$ cat config.mk
export PLATFORM = sky130hd
export DESIGN_NAME = dynamic_priority_scheduler_top
export DESIGN_NICKNAME = d
export VERILOG_FILES = /design/src/hdl/dps_pkg.sv /design/src/hdl/dynamic_priority_scheduler_top.sv /design/src/hdl/dps_ram.sv /design/src/hdl/dps_ctrl.sv /design/src/hdl/dps_datapath.sv
export SDC_FILE = /design/constraint.sdc
export NUM_CORES = 1
export LEC_CHECK = 0
export ABC_AREA = 1
export ABC_CLOCK_PERIOD_IN_PS = 10000
export BUFFER_PORTS_ARGS = -buffer_cell sky130_fd_sc_hd__buf_4
export CORE_AREA = 2 2 133 200
export DETAILED_ROUTE_END_ITERATION = 6
export DIE_AREA = 0 0 135 202
export MAX_ROUTING_LAYER = met4
export PLACE_DENSITY_LB_ADDON = 0.15
export SLEW_MARGIN = 20
export SYNTH_ARGS = -nofsm -noshare
export SYNTH_HDL_FRONTEND = slang
export SYNTH_SLANG_ARGS = --single-unit
$ cat constraint.sdc
create_clock -name clk -period 10 [get_ports clk]
set_input_delay 2 -clock clk [delete_from_list [all_inputs] [get_ports clk]]
set_output_delay 2 -clock clk [all_outputs]
set_load 0.02 [all_outputs]
$ cat src/hdl/dps_pkg.sv
// Shared types and constants of the dynamic priority scheduler.
`default_nettype none
package dps_pkg;

  localparam int NUM_SLOTS_DEF = 8;

  localparam int CMD_W   = 1;
  localparam int SLOT_W  = 3;
  localparam int NEED_W  = 8;
  localparam int PRIO_W  = 13;
  localparam int CPU_W   = 8;
  localparam int STEP_W  = 4;
  localparam int ENTRY_W = NEED_W + PRIO_W + CPU_W;

  localparam int IN_DATA_W  = 16;
  localparam int OUT_DATA_W = 24;

  localparam logic [STEP_W-1:0] STEP_RESET = 4'd3;

  localparam logic [CMD_W-1:0] CMD_LOAD = 1'b0;
  localparam logic [CMD_W-1:0] CMD_TICK = 1'b1;

  // controller to datapath
  typedef struct packed {
    logic capture;
    logic load_wr;
    logic scan_rd;
    logic upd;
    logic out_load;
  } dp_cmd_t;

  // datapath to controller
  typedef struct packed {
    logic scan_last;
    logic out_free;
  } dp_stat_t;

endpackage
`default_nettype wire

$ cat src/hdl/dynamic_priority_scheduler_top.sv
// Top level of the dynamic priority scheduler.
//
// channel  dir  handshake          payload
// s_*      in   s_tvalid/s_tready  tdata {need_time, slot}, tuser cmd
// m_*      out  m_tvalid/m_tready  tdata {all_done, run_total, remaining, ran, chosen_slot}
// cfg_*    in   cfg_we             cfg_wdata priority_step
//
// One transaction at a time. A load writes the table entry; a tick scans the table RAM,
// one slot per cycle, then drains and updates. Both then load the output register.
// Synchronous reset clears the table at once through per-slot valid bits; no clearing pass.
// A stalled result holds in the output register; the next transaction is accepted once
// the previous result has entered that register.
`default_nettype none
module dynamic_priority_scheduler_top #(
  parameter int NUM_SLOTS = dps_pkg::NUM_SLOTS_DEF
) (
  input  wire logic                              clk,
  input  wire logic                              rst,
  input  wire logic                              s_tvalid,
  output logic                                   s_tready,
  input  wire logic [dps_pkg::IN_DATA_W-1:0]     s_tdata,  // slot[2:0], need_time[10:3]
  input  wire logic [dps_pkg::CMD_W-1:0]         s_tuser,  // cmd[0]
  output logic                                   m_tvalid,
  input  wire logic                              m_tready,
  output logic [dps_pkg::OUT_DATA_W-1:0]         m_tdata,  // chosen_slot[2:0], ran[3],
                                                           // remaining[11:4], run_total[19:12],
                                                           // all_done[20]
  input  wire logic                              cfg_we,
  input  wire logic [dps_pkg::STEP_W-1:0]        cfg_wdata
);

  dps_pkg::dp_cmd_t  cmd;
  dps_pkg::dp_stat_t stat;

  dps_ctrl u_ctrl (
    .clk      (clk),
    .rst      (rst),
    .s_tvalid (s_tvalid),
    .in_cmd   (s_tuser),
    .s_tready (s_tready),
    .stat     (stat),
    .cmd      (cmd)
  );

  dps_datapath #(
    .NUM_SLOTS (NUM_SLOTS)
  ) u_dp (
    .clk       (clk),
    .rst       (rst),
    .cmd       (cmd),
    .stat      (stat),
    .in_slot   (s_tdata[dps_pkg::SLOT_W-1:0]),
    .in_need   (s_tdata[dps_pkg::SLOT_W +: dps_pkg::NEED_W]),
    .cfg_we    (cfg_we),
    .cfg_wdata (cfg_wdata),
    .m_tvalid  (m_tvalid),
    .m_tready  (m_tready),
    .m_tdata   (m_tdata)
  );

endmodule
`default_nettype wire

$ cat src/hdl/dps_ram.sv
// Generic simple dual-port RAM with registered read.
`default_nettype none
module dps_ram #(
  parameter int WIDTH = 8,
  parameter int DEPTH = 8
) (
  input  wire logic                     clk,
  input  wire logic                     we,
  input  wire logic [$clog2(DEPTH)-1:0] waddr,
  input  wire logic [WIDTH-1:0]         wdata,
  input  wire logic [$clog2(DEPTH)-1:0] raddr,
  output logic      [WIDTH-1:0]         rdata
);

  logic [WIDTH-1:0] mem [DEPTH];

  always_ff @(posedge clk) begin
    if (we) begin
      mem[waddr] <= wdata;
    end
    rdata <= mem[raddr];
  end

endmodule
`default_nettype wire

$ cat src/hdl/dps_ctrl.sv
// Sequencer of the dynamic priority scheduler.
`default_nettype none
module dps_ctrl (
  input  wire logic                        clk,
  input  wire logic                        rst,
  input  wire logic                        s_tvalid,
  input  wire logic [dps_pkg::CMD_W-1:0]   in_cmd,
  output logic                             s_tready,
  input  wire dps_pkg::dp_stat_t           stat,
  output dps_pkg::dp_cmd_t                 cmd
);

  localparam logic [2:0] S_IDLE  = 3'd0;
  localparam logic [2:0] S_LOAD  = 3'd1;
  localparam logic [2:0] S_SCAN  = 3'd2;
  localparam logic [2:0] S_DRAIN = 3'd3;
  localparam logic [2:0] S_UPD   = 3'd4;
  localparam logic [2:0] S_OUT   = 3'd5;

  logic [2:0] state;
  logic [2:0] state_next;

  assign s_tready = (state == S_IDLE);

  always_comb begin
    state_next   = state;
    cmd          = '0;
    unique case (state)
      S_IDLE: begin
        cmd.capture = s_tvalid;
        if (s_tvalid) begin
          state_next = (in_cmd == dps_pkg::CMD_LOAD) ? S_LOAD : S_SCAN;
        end
      end
      S_LOAD: begin
        cmd.load_wr = 1'b1;
        state_next  = S_OUT;
      end
      S_SCAN: begin
        cmd.scan_rd = 1'b1;
        if (stat.scan_last) begin
          state_next = S_DRAIN;
        end
      end
      S_DRAIN: begin
        state_next = S_UPD;
      end
      S_UPD: begin
        cmd.upd    = 1'b1;
        state_next = S_OUT;
      end
      S_OUT: begin
        cmd.out_load = stat.out_free;
        if (stat.out_free) begin
          state_next = S_IDLE;
        end
      end
      default: begin
        state_next = S_IDLE;
      end
    endcase
  end

  always_ff @(posedge clk) begin
    if (rst) begin
      state <= S_IDLE;
    end else begin
      state <= state_next;
    end
  end

endmodule
`default_nettype wire

$ cat src/hdl/dps_datapath.sv
// Slot table, priority scan, slot update and output register.
`default_nettype none
module dps_datapath #(
  parameter int NUM_SLOTS = dps_pkg::NUM_SLOTS_DEF
) (
  input  wire logic                             clk,
  input  wire logic                             rst,
  input  wire dps_pkg::dp_cmd_t                 cmd,
  output dps_pkg::dp_stat_t                     stat,
  input  wire logic [dps_pkg::SLOT_W-1:0]       in_slot,
  input  wire logic [dps_pkg::NEED_W-1:0]       in_need,
  input  wire logic                             cfg_we,
  input  wire logic [dps_pkg::STEP_W-1:0]       cfg_wdata,
  output logic                                  m_tvalid,
  input  wire logic                             m_tready,
  output logic [dps_pkg::OUT_DATA_W-1:0]        m_tdata
);

  localparam int SW = $clog2(NUM_SLOTS);
  localparam int NW = dps_pkg::NEED_W;
  localparam int PW = dps_pkg::PRIO_W;
  localparam int CW = dps_pkg::CPU_W;
  localparam int EW = dps_pkg::ENTRY_W;

  logic [dps_pkg::STEP_W-1:0] priority_step;

  logic [dps_pkg::SLOT_W-1:0] cap_slot;
  logic [NW-1:0]              cap_need;

  logic [NUM_SLOTS-1:0] valid;
  logic [NUM_SLOTS-1:0] nz;

  logic [SW-1:0] scan_idx;
  logic          cmp_v;
  logic [SW-1:0] cmp_idx;
  logic          rd_vld;

  logic          ram_we;
  logic [SW-1:0] ram_waddr;
  logic [EW-1:0] ram_wdata;
  logic [EW-1:0] ram_rdata;
  logic [EW-1:0] rd_entry;

  logic [NW-1:0] rd_need;
  logic [PW-1:0] rd_prio;
  logic [CW-1:0] rd_cpu;
  logic          rd_qual;

  logic [SW-1:0] best_idx;
  logic          best_q;
  logic [NW-1:0] best_need;
  logic [PW-1:0] best_prio;
  logic [CW-1:0] best_cpu;

  logic          load_ok;
  logic [SW-1:0] load_addr;
  logic          best_runs;
  logic [NW-1:0] upd_need;
  logic [PW-1:0] upd_prio;
  logic [CW-1:0] upd_cpu;

  logic [dps_pkg::SLOT_W-1:0] res_chosen;
  logic                       res_ran;
  logic [NW-1:0]              res_remaining;
  logic [CW-1:0]              res_run;

  assign load_ok   = int'(cap_slot) < NUM_SLOTS;
  assign load_addr = SW'(cap_slot);
  assign best_runs = (best_need != '0);
  assign upd_need  = best_need - NW'(1);
  assign upd_prio  = best_prio - PW'(priority_step);
  assign upd_cpu   = best_cpu + CW'(1);

  assign stat = '{scan_last: (scan_idx == SW'(NUM_SLOTS - 1)),
                  out_free:  (!m_tvalid || m_tready)};

  always_comb begin
    ram_we    = 1'b0;
    ram_waddr = best_idx;
    ram_wdata = {upd_need, upd_prio, upd_cpu};
    if (cmd.load_wr) begin
      ram_we    = load_ok;
      ram_waddr = load_addr;
      ram_wdata = {cap_need, PW'(cap_need), CW'(0)};
    end else if (cmd.upd) begin
      ram_we = best_runs;
    end
  end

  dps_ram #(
    .WIDTH (EW),
    .DEPTH (NUM_SLOTS)
  ) u_ram (
    .clk   (clk),
    .we    (ram_we),
    .waddr (ram_waddr),
    .wdata (ram_wdata),
    .raddr (scan_idx),
    .rdata (ram_rdata)
  );

  // an entry never written reads as zero
  assign rd_entry = rd_vld ? ram_rdata : '0;
  assign rd_need  = rd_entry[EW-1 -: NW];
  assign rd_prio  = rd_entry[CW +: PW];
  assign rd_cpu   = rd_entry[CW-1:0];
  assign rd_qual  = (rd_need != '0) && ($signed(rd_prio) > $signed(PW'(0)));

  always_ff @(posedge clk) begin
    if (rst) begin
      priority_step <= dps_pkg::STEP_RESET;
    end else if (cfg_we) begin
      priority_step <= cfg_wdata;
    end
  end

  always_ff @(posedge clk) begin
    if (cmd.capture) begin
      cap_slot <= in_slot;
      cap_need <= in_need;
    end
  end

  always_ff @(posedge clk) begin
    if (rst) begin
      valid <= '0;
      nz    <= '0;
    end else if (ram_we) begin
      valid[ram_waddr] <= 1'b1;
      nz[ram_waddr]    <= cmd.load_wr ? (cap_need != '0) : (upd_need != '0);
    end
  end

  always_ff @(posedge clk) begin
    if (rst) begin
      scan_idx <= '0;
      cmp_v    <= 1'b0;
    end else begin
      cmp_v <= cmd.scan_rd;
      if (cmd.capture) begin
        scan_idx <= '0;
      end else if (cmd.scan_rd && !stat.scan_last) begin
        scan_idx <= scan_idx + SW'(1);
      end
    end
  end

  always_ff @(posedge clk) begin
    cmp_idx <= scan_idx;
    rd_vld  <= valid[scan_idx];
  end

  // slot 0 is the fallback and keeps its own priority; a qualifying slot replaces it
  // when slot 0 does not qualify, otherwise only on a strictly greater priority
  always_ff @(posedge clk) begin
    if (cmp_v) begin
      if (cmp_idx == '0) begin
        best_idx  <= '0;
        best_q    <= rd_qual;
        best_need <= rd_need;
        best_cpu  <= rd_cpu;
        best_prio <= rd_prio;
      end else if (rd_qual && (!best_q || ($signed(rd_prio) > $signed(best_prio)))) begin
        best_idx  <= cmp_idx;
        best_q    <= 1'b1;
        best_need <= rd_need;
        best_cpu  <= rd_cpu;
        best_prio <= rd_prio;
      end
    end
  end

  always_ff @(posedge clk) begin
    if (cmd.load_wr) begin
      res_chosen    <= cap_slot;
      res_ran       <= 1'b0;
      res_remaining <= load_ok ? cap_need : '0;
      res_run       <= '0;
    end else if (cmd.upd) begin
      res_chosen    <= dps_pkg::SLOT_W'(best_idx);
      res_ran       <= best_runs;
      res_remaining <= best_runs ? upd_need : best_need;
      res_run       <= best_runs ? upd_cpu : best_cpu;
    end
  end

  always_ff @(posedge clk) begin
    if (rst) begin
      m_tvalid <= 1'b0;
    end else if (cmd.out_load) begin
      m_tvalid <= 1'b1;
    end else if (m_tready) begin
      m_tvalid <= 1'b0;
    end
  end

  always_ff @(posedge clk) begin
    if (cmd.out_load) begin
      m_tdata <= {3'b000, !(|nz), res_run, res_remaining, res_ran, res_chosen};
    end
  end

endmodule
`default_nettype wire

==> Word level (Yosys, flattened, before mapping) <==
Memory sizes are Yosys's and may differ from the RTL's. A register that Yosys moved wholly into a read port is not among the register bits.
Cells that the tools add are included.
{ "classes": {"n_addsub": 4, "n_lt_le_gt_ge": 5, "n_eq_ne": 9, "mux": 40, "bitwise": 1, "n_reduce_logical": 24} }
{ "ops": {"columns": ["cell", "n"], "rows": [
  ["two-way mux 8 bit", 8],
  ["two-way mux 29 bit", 2],
  ["nonzero test 8 bit", 4],
  ["two-way mux 13 bit", 2],
  ["two-way mux 3 bit", 7],
  ["two-way mux 1 bit", 16],
  ["one-hot mux 3 bit (5 select lines)", 1],
  ["greater-than comparator 13 x 1 -> 1 bit, second input constant", 1],
  ["greater-than comparator 13 bit", 1],
  ["subtractor 13 x 4 -> 13 bit", 1],
  ["== test 3 bit, second input constant", 3],
  ["adder 8 x 1 -> 8 bit, second input constant", 1],
  ["bitwise mux 8 bit", 1],
  ["< comparator 3 x 4 -> 1 bit, second input constant", 2],
  ["bitwise OR 8 bit", 1],
  ["OR reduction 8 bit", 1],
  ["subtractor 8 x 1 -> 8 bit, second input constant", 1],
  ["== test 3 x 2 -> 1 bit, second input constant", 2],
  ["logical NOT 3 bit", 2],
  ["nonzero test 2 bit", 3],
  ["logical AND 1 bit", 4],
  ["logical NOT 1 bit", 4],
  ["!= test 2 x 1 -> 1 bit, second input constant", 2],
  ["OR reduction 2 bit", 2],
  ["10 further kinds", 11]
]} }
{ "totals": {"register_bits": 117, "ramBits": 232, "inputBits": 26, "output_inout_bits": 26, "wordCells": 105, "memories": 1} }
{ "mem_list": {"columns": ["name", "depth", "word_bits", "read_ports", "rd_ports_with_merged_regs", "wr", "line", "source"], "rows": [
  ["u_dp.u_ram.mem", 8, 29, 1, 1, 1, "dps_ram.sv:15", "logic [WIDTH-1:0] mem [DEPTH];"]
]} }

==> Logic depth before layout (Yosys ltp) <==
Gate-level depths: netlist of run 1.
{ "logic_depth": {"word_depth": 8, "mapped_depth": 16, "depth_no_buf": 14} }

==> Hierarchy <==
A second synthesis of run 1 with hierarchy kept.
{ "hier_totals": {"hier_cells": 1661, "area_unflattened_um2": 16375.7} }
{ "modules_own_cells": {"columns": ["module", "n_inst", "cells_per_inst", "area_each_um2", "seq_area_each_um2"], "rows": [
  ["dps_ram", 1, 1050, 10752.8, 7547.2],
  ["dps_datapath", 1, 572, 5400.2, 3042.9],
  ["dps_ctrl", 1, 39, 222.7, 60.1]
]} }

==> Least setup slack after synthesis of run 1 <==
Ideal clock, no wire load.
{ "synth_path": {"path_kind": "register -> register", "startpoint": "register u_dp.rd_vld", "endpoint": "register u_dp.best_cpu[0] (enable)", "setup_time_ns": 0.434, "t_arrival_ns": 3.422, "required_ns": 9.566, "setup_slack_ns": 6.144, "path_stages_with_launch": 17, "n_path_buf": 2, "synth_period_minus_slack_ns": 3.856, "cell_sequence": "dfxtp_1 -> clkbuf_1 -> buf_2 -> nand2_1 -> inv_1 -> ha_1 -> nand2_1 -> inv_1 -> nand2_1 -> nand2_1 -> a21oi_1 -> nand2_1 -> nand2_1 -> nand3_1 -> nand2_1 -> nand2_1 -> a21oi_1"} }
{ "synth_via": {"elab_chain_len": 6, "word_cells_on_any_way": 9, "cone_classes": "2 x order compare; 1 x mux; 6 x reduce/logical"} }
{ "synth_lines": {"columns": ["item", "line", "source"], "rows": [
  ["start, declared", "dps_datapath.sv:36", "logic rd_vld;"],
  ["start signal, assigned", "dps_datapath.sv:150", "rd_vld <= valid[scan_idx];"],
  ["two-way mux 29 bit *", "dps_datapath.sv:103", "assign rd_entry = rd_vld ? ram_rdata : '0;"],
  ["via u_dp.rd_entry[20]", "dps_datapath.sv:42", "logic [EW-1:0] rd_entry;"],
  ["greater-than comparator 13 x 1 -> 1 bit or greater-than comparator 13 bit (tied branches)", "dps_datapath.sv:107, dps_datapath.sv:163", null],
  ["logical AND 1 bit or logical OR 1 bit (tied branches)", "dps_datapath.sv:107, dps_datapath.sv:163", null],
  ["logical AND 1 bit *", "dps_datapath.sv:163", "end else if (rd_qual && (!best_q || ($signed(rd_prio) > $signed(best_prio)))) begin"],
  ["nonzero test 2 bit (no source line) *", null, null],
  ["AND reduction 2 bit (no source line) *", null, null],
  ["end signal, assigned", "dps_datapath.sv:161", "best_cpu <= rd_cpu;"],
  ["end signal, assigned", "dps_datapath.sv:167", "best_cpu <= rd_cpu;"],
  ["end, declared", "dps_datapath.sv:53", "logic [CW-1:0] best_cpu;"]
]} }
The timed path passes the listed nets; every way through them passes the cells marked *.
A chain may end at the register's enable or synchronous reset.

==> Final worst setup path of run 1 <==
{ "layout_path": {"startpoint": "register u_ctrl.state[0]", "endpoint": "output port s_tready"} }
{ "layout_via": {"elab_chain_len": 1} }
{ "layout_lines": {"columns": ["item", "line", "source"], "rows": [
  ["start, declared", "dps_ctrl.sv:20", "logic [2:0] state;"],
  ["start signal, assigned", "dps_ctrl.sv:68", "state <= state_next;"],
  ["logical NOT 3 bit", "dps_ctrl.sv:23", "assign s_tready = (state == S_IDLE);"],
  ["end, declared", "dynamic_priority_scheduler_top.sv:20", "output logic s_tready,"]
]} }
Every way passes these cells.

==> impl_metrics.ini, run 1 <==
[critical_path]
regToRegSetupSlack_ns = 6.92
start_kind = flop
r2r_start = u_dp.best_need[0]$_DFFE_PP_
cp.arrival_ns = 1.49
cp_max_fo = 4
r2r_end = u_dp.valid[0]$_SDFFE_PP0P_
end_kind = output pin
critPathKind = reg -> out
reg2regPathDepth = 12
required_ns = 8.00

[placement]
placed_cell_area_mm2 = 0.0157
dpl_worst_slack_ns = 6.67
placed_cells = 1649
dp_hpwl_mm = 18.8
numPortBuffers = 43
globalplace.congestion = 0.855

[sta]
worst_slew_pin_slew_ns = 1.20
timing.final.ws_setup_ns = 6.51
maxSlewHeadroom_pct = 19.2
clock_skew_ns = 0.0164
timing.final.crit_share_pct = 34.9
drv_slew = 0
setup_tns_ns = 0
rsz0062_at_grt = no
setup_viol = 0
finalHoldViolations = 0
fmax_ghz = 0.287
period_minus_slack_ns = 3.49

[clocking]
cts_tree = done
clock_path_buffers = 3
cts.sinks = 378
clkTransAtPathRegs_ns = 0.06
cts_setup_buffers = 0
cts_hold_buf = 0
post_cts_resized = 0
clk_latency_ns = 0.53
clock-root-buffer = clkbuf_16
numCtsBuffers = 35
htreeDepth = 2

[route]
drc = 0
avgRoutedWirePerCell_um = 18.9
via_per_inst = 5.62
firstDrtPassIters = 5
vias = 9624
first_iter_violations = 738
antenna_left = 0
wirelength_mm = 32.4

[layout]
syn_to_final_growth_pct = 11.3
multiInputGateArea_mm2 = 0.00373
fin_cells = 1713
final_util_pct = 65.6
final_nets = 1402
fill_cells = 1923
drive_gt1_share_pct = 9.06
design_area_mm2 = 0.0168
regArea_mm2 = 0.0107
final_cell_mix = edfxtp_1, nor2_1, o21ai_0, nand2_1, inv_1
final_common_cell = edfxtp_1
n_antenna_cell = 0

[grt]
grt_first_pass_wirelength_mm = 50.4
grt-ovfl-total = 0
grt_max_degree = 91
track_usage_pct = 25.1
grt_pass1_vias = 9393
antenna_found_initial = 0

[power]
sw_frac_of_total_pct = 31.9
p_seq_share_pct = 48.8
clkPwrFrac_pct = 27.4
switchingPower_mw = 1.48
combPwrFrac_pct = 23.8
p_leak_nw = 6.41
worst_ir_drop_vdd_v = 0.000154
powerDensity_mw_per_mm2 = 276
p_int_mw = 3.16

[synth]
synth_top_family_by_area = simple AND/OR/NAND/NOR gates
synth_edf_count = 308
ys_seq_elements = 378
synth.distinct_cells = 41
synthSimpleGateAreaFrac_pct = 12.3
synth_mux_area_share_pct = 0
yosysWarnings = 0
syn_inst = 1322
synthFlopType = edfxtp_1
synth_xor_area_share_pct = 0.813
ys_seq_area_share_pct = 70.6
syn_area_mm2 = 0.0151
syn_avg_cell_area_um2 = 11.4
synth_fa_ha_area_share_pct = 1.88
synth-async-reset-ratio_pct = 0
synth_compound_area_share_pct = 9.61

[floorplan]
chipHeight_um = 202
die_width_um = 135
fp-row-count = 72
io_pins = 52
fp.coreArea_mm2 = 0.0256
dieArea_mm2 = 0.0273
start_util_pct = 58.9

[flow_run]
cap_violations = 0

[status]
status = finished, final reports clean

[hold_path]
min_delay_path_depth = 0
hold_path.class = reg -> reg
worstHoldStart = u_dp.scan_idx[2]$_SDFFE_PP0P_
holdPathEnd = u_dp.cmp_idx[2]$_DFF_P_
==> logic make-up (layout without fill, tap and decap cells) <==
group / count (synthesis) / in the layout
AOI/OAI and AO/OA: 267 / 267
buffers and inverters: 185 / 241
other: 1 / 3
adders and majority gates: 22 / 22
xor gates and xnor gates: 14 / 14
and+or+nand+nor: 455 / 455
DFF: 378 / 378
==> worst max-delay path: stages, from the launching register on <==
cell and delay (ns):
dfxtp_1 0.35, nor2_1 0.21, inv_1 0.09, nor2_1 0.15
buf_4 0.17
==> layout make-up <==
| type | instances | share of cell area (%) |
|---|---|---|
| repair buffers | 55 | 2.58 |
| clock inverters | 13 | 0.537 |
| clock buffers | 50 | 5.93 |
| well taps | 333 | 2.48 |
| multi-input cells | 761 | 22.2 |
| flip-flops and latches | 378 | 63.5 |
| inverters | 123 | 2.77 |
==> state kept, by name (all words and copies together) (netlist names), 4 cells and up <==
register,flops
u_dp.best_cpu,8
u_dp.priority_step,4
u_dp.cap_need,8
u_dp.valid,8
u_dp.res_remaining,8
u_dp.best_need,8
u_dp.u_ram.rdata,29
u_dp.best_prio,13
u_dp.res_run,8
u_dp.nz,8
u_dp.u_ram.mem,232
u_dp.m_tdata,21
==> cell usage after synthesis, types with 2 or more instances <==
| master | instances | area share [%] |
|---|---|---|
| xor2_1 | 9 | 0.52 |
| a211oi_1 | 3 | 0.15 |
| or2_1 | 2 | 0.083 |
| o211ai_1 | 2 | 0.10 |
| ha_1 | 21 | 1.7 |
| nand4_1 | 8 | 0.33 |
| o21ai_0 | 156 | 5.2 |
| o31ai_1 | 4 | 0.20 |
| clkbuf_1 | 43 | 1.1 |
| nor2_1 | 265 | 6.6 |
| inv_1 | 108 | 2.7 |
| o22ai_1 | 29 | 1.2 |
| a31oi_1 | 32 | 1.3 |
| buf_4 | 3 | 0.15 |
| nand2_2 | 4 | 0.17 |
| buf_1 | 8 | 0.20 |
| nand3_1 | 30 | 1.0 |
| nor3_1 | 6 | 0.20 |
| a21oi_1 | 38 | 1.3 |
| dfxtp_1 | 70 | 9.3 |
| edfxtp_1 | 308 | 61 |
| nor4_1 | 4 | 0.17 |
| clkinv_1 | 7 | 0.17 |
| xnor2_1 | 5 | 0.29 |
| inv_2 | 7 | 0.17 |
| buf_2 | 8 | 0.27 |
| nand2_1 | 128 | 3.2 |
==> metrics by stage <==
step | hold slack (ns) | total power [mW]
4_1_cts | 0.387 | 4.65
6_report | 0.384 | 4.64
3_3_place_gp | 0.369 | 3.35
3_5_place_dp | 0.378 | 3.38
2_1_floorplan | 0.353 | 3.02
5_1_grt | 0.395 | 4.87
==> worst max path at each step <==
stage | from | end | slack [ns] | cells past startpoint
floorplan | u_dp.rd_vld$_DFF_P_ | u_dp.best_cpu[0]$_SDFFCE_PN0P_ | 6.14 | 16
CTS | u_ctrl.state[0]$_SDFFE_PP0P_ | s_tready | 6.51 | 4
global placement | m_tready | u_dp.m_tdata[4]$_DFFE_PP_ | 6.71 | 3
detailed placement | m_tready | u_dp.m_tdata[4]$_DFFE_PP_ | 6.67 | 3
finish | u_ctrl.state[0]$_SDFFE_PP0P_ | s_tready | 6.51 | 4
global route | u_ctrl.state[0]$_SDFFE_PP0P_ | s_tready | 6.42 | 4
==> power by group through the flow <==
stage	Clock, mW	Sequential, mW	Combinational, mW
after floorplan	0	2.25	0.768
after global placement	0	2.29	1.06
after detailed placement	0	2.29	1.09
after CTS	1.29	2.27	1.10
after global routing	1.34	2.29	1.24
final	1.27	2.27	1.10
==> metal layers <==
metal	share of wire [%]	track usage [%]
met4	3.9	10.3
met1	42	31.1
met3	4.7	3.34
met2	49	41.7
met5	0	-
Note: power is estimated with default switching activity, not from simulation.
==> inputs of run 2 (changes only) <==
--- a/config.mk
+++ b/config.mk
@@ -6,7 +6,7 @@
 export NUM_CORES = 1
 export LEC_CHECK = 0
 export ABC_AREA = 1
-export ABC_CLOCK_PERIOD_IN_PS = 10000
+export ABC_CLOCK_PERIOD_IN_PS = 3410
 export BUFFER_PORTS_ARGS = -buffer_cell sky130_fd_sc_hd__buf_4
 export CORE_AREA = 2 2 133 200
 export DETAILED_ROUTE_END_ITERATION = 6
==> constraint.sdc (replaced) <==
create_clock -name clk -period 3.41 [get_ports clk]
set_input_delay 0.682 -clock clk [delete_from_list [all_inputs] [get_ports clk]]
set_output_delay 0.682 -clock clk [all_outputs]
set_load 0.02 [all_outputs]
==> run 2 against run 1 <==
Compared with the run above:
- die area stayed put
- sequential cell count stayed put
- routed wire length is 1.4% higher
- sequential power grew to 2.9 times the previous value
- critical path type is now reg -> reg
- critical endpoint is now u_dp.best_prio[1]$_DFFE_PP_
- non-clock buffer count is 12 higher
- sequential share of layout area is 1.0 points lower
- worst setup slack worse by 5.8 ns
- clock power grew to 3.2 times the previous value
- first-iteration DRC count is 9.6% higher
- via count is 0.79% higher
==> impl_metrics.ini, run 2 (synthesis results as in run 1) <==
[status]
status = finished, final reports clean

[clocking]
clock_path_buffers = 3
cts_tree = done
cts.sinks = 378
clkTransAtPathRegs_ns = 0.06
cts_hold_buf = 0
clock-root-buffer = clkbuf_16
htreeDepth = 2
post_cts_resized = 0
clk_latency_ns = 0.52
numCtsBuffers = 36
cts_setup_buffers = 0

[route]
wirelength_mm = 32.8
firstDrtPassIters = 5
first_iter_violations = 809
via_per_inst = 5.62
vias = 9700
antenna_left = 0
drc = 0
avgRoutedWirePerCell_um = 19.0

[layout]
fin_cells = 1726
reg.largest.list = u_dp.u_ram.mem (232), u_dp.u_ram.rdata (29), u_dp.m_tdata (21)
final_nets = 1415
regMostFlops = u_dp.u_ram.mem
final_util_pct = 66.7
n_antenna_cell = 0
largest_register_ff_count = 232
design_area_mm2 = 0.0171
final_cell_mix = edfxtp_1, nor2_1, o21ai_0, nand2_1, inv_1
fill_cells = 1889
syn_to_final_growth_pct = 13.2
final_common_cell = edfxtp_1
drive_gt1_share_pct = 10.3

[critical_path]
start_kind = flop
critPathKind = reg -> reg
cp_max_fo = 30
cp.arrival_ns = 2.93
end_kind = flop
required_ns = 3.62
regToRegSetupSlack_ns = 0.69

[placement]
dp_hpwl_mm = 19.7
globalplace.congestion = 0.891
dpl_worst_slack_ns = 0.734
numPortBuffers = 43
placed_cells = 1662
placed_cell_area_mm2 = 0.0159

[floorplan]
fp-row-count = 72
fp.coreArea_mm2 = 0.0256
dieArea_mm2 = 0.0273
chipHeight_um = 202
start_util_pct = 58.9
die_width_um = 135
io_pins = 52

[sta]
finalHoldViolations = 0
fmax_ghz = 0.368
clock_skew_ns = 0.0131
drv_slew = 0
timing.final.ws_setup_ns = 0.691
rsz0062_at_grt = no
maxSlewHeadroom_pct = 27.1
period_minus_slack_ns = 2.72
worst_slew_pin_slew_ns = 1.08
setup_viol = 0
holdWs_ns = 0.344
setup_tns_ns = 0
timing.final.crit_share_pct = 79.7

[power]
worst_ir_drop_vdd_v = 0.000450
finalPower_mw = 14.0
p_leak_nw = 6.55
powerDensity_mw_per_mm2 = 820

[grt]
antenna_found_initial = 0
grt-ovfl-total = 0
grt_first_pass_wirelength_mm = 51.7
grt_max_degree = 113
grt_pass1_vias = 9609
track_usage_pct = 25.5

[hold_path]
hold_path.class = in -> reg

[flow_run]
cap_violations = 0
## run 2: cell count changes in the layout (fill, tap and decap cells not counted), sizes merged
cell,change
clkinv,+1
inv,+1
buf,+12
clkinvlp,-1
clkbuf,-3
bufinv,+3
## run 2: layer usage
metal / vias up / global-route usage (%) / wire [um]
met1: 4653 / 33.0 / 13500
met2: 313 / 41.2 / 16200
met5: - / - / 0
met4: 0 / 9.97 / 1180
li1: 4656 / - / -
met3: 78 / 3.41 / 1870
## run 2: area by class of cell
class                      count  area (um^2)  share of cell area (%)
clock buffer                  47          995                    5.83
clock inverter                17          196                    1.15
inverter                     123          464                    2.72
multi-input combinational    761         3730                    21.9
sequential                   378        10700                    62.4
tap                          333          417                    2.44
timing repair buffer          67          603                    3.53
## run 2: path summary, 6_finish.rpt
path / start / to / cells after the start
worst min register to register: u_dp.scan_idx[2]$_SDFFE_PP0P_ / u_dp.cmp_idx[2]$_DFF_P_ / 0
worst min-delay path: s_tdata[0] / u_dp.cap_slot[0]$_DFFE_PP_ / 1
worst max register to register: u_dp.rd_vld$_DFF_P_ / u_dp.best_prio[1]$_DFFE_PP_ / 13
worst max-delay path: u_dp.rd_vld$_DFF_P_ / u_dp.best_prio[1]$_DFFE_PP_ / 13
## run 2: report_power, final
group          leakage (nW)  switching (mW)  total (mW)  internal (mW)
clock network         0.586            1.64        4.01           2.37
logic                  2.58            2.42        3.35          0.923
registers              3.39           0.329        6.64           6.31
## run 2: worst max-delay path, stage by stage (launching register included)
cell and delay, ns:
dfxtp_1 0.65, nand2_1 0.15, inv_1 0.11, ha_1 0.24
a21oi_1 0.19, nand2_1 0.08, a21oi_1 0.16, nand2_1 0.07
nand2_1 0.05, nand3_1 0.08, nand2_1 0.06, nand2_1 0.10
a21oi_4 0.22, buf_12 0.24
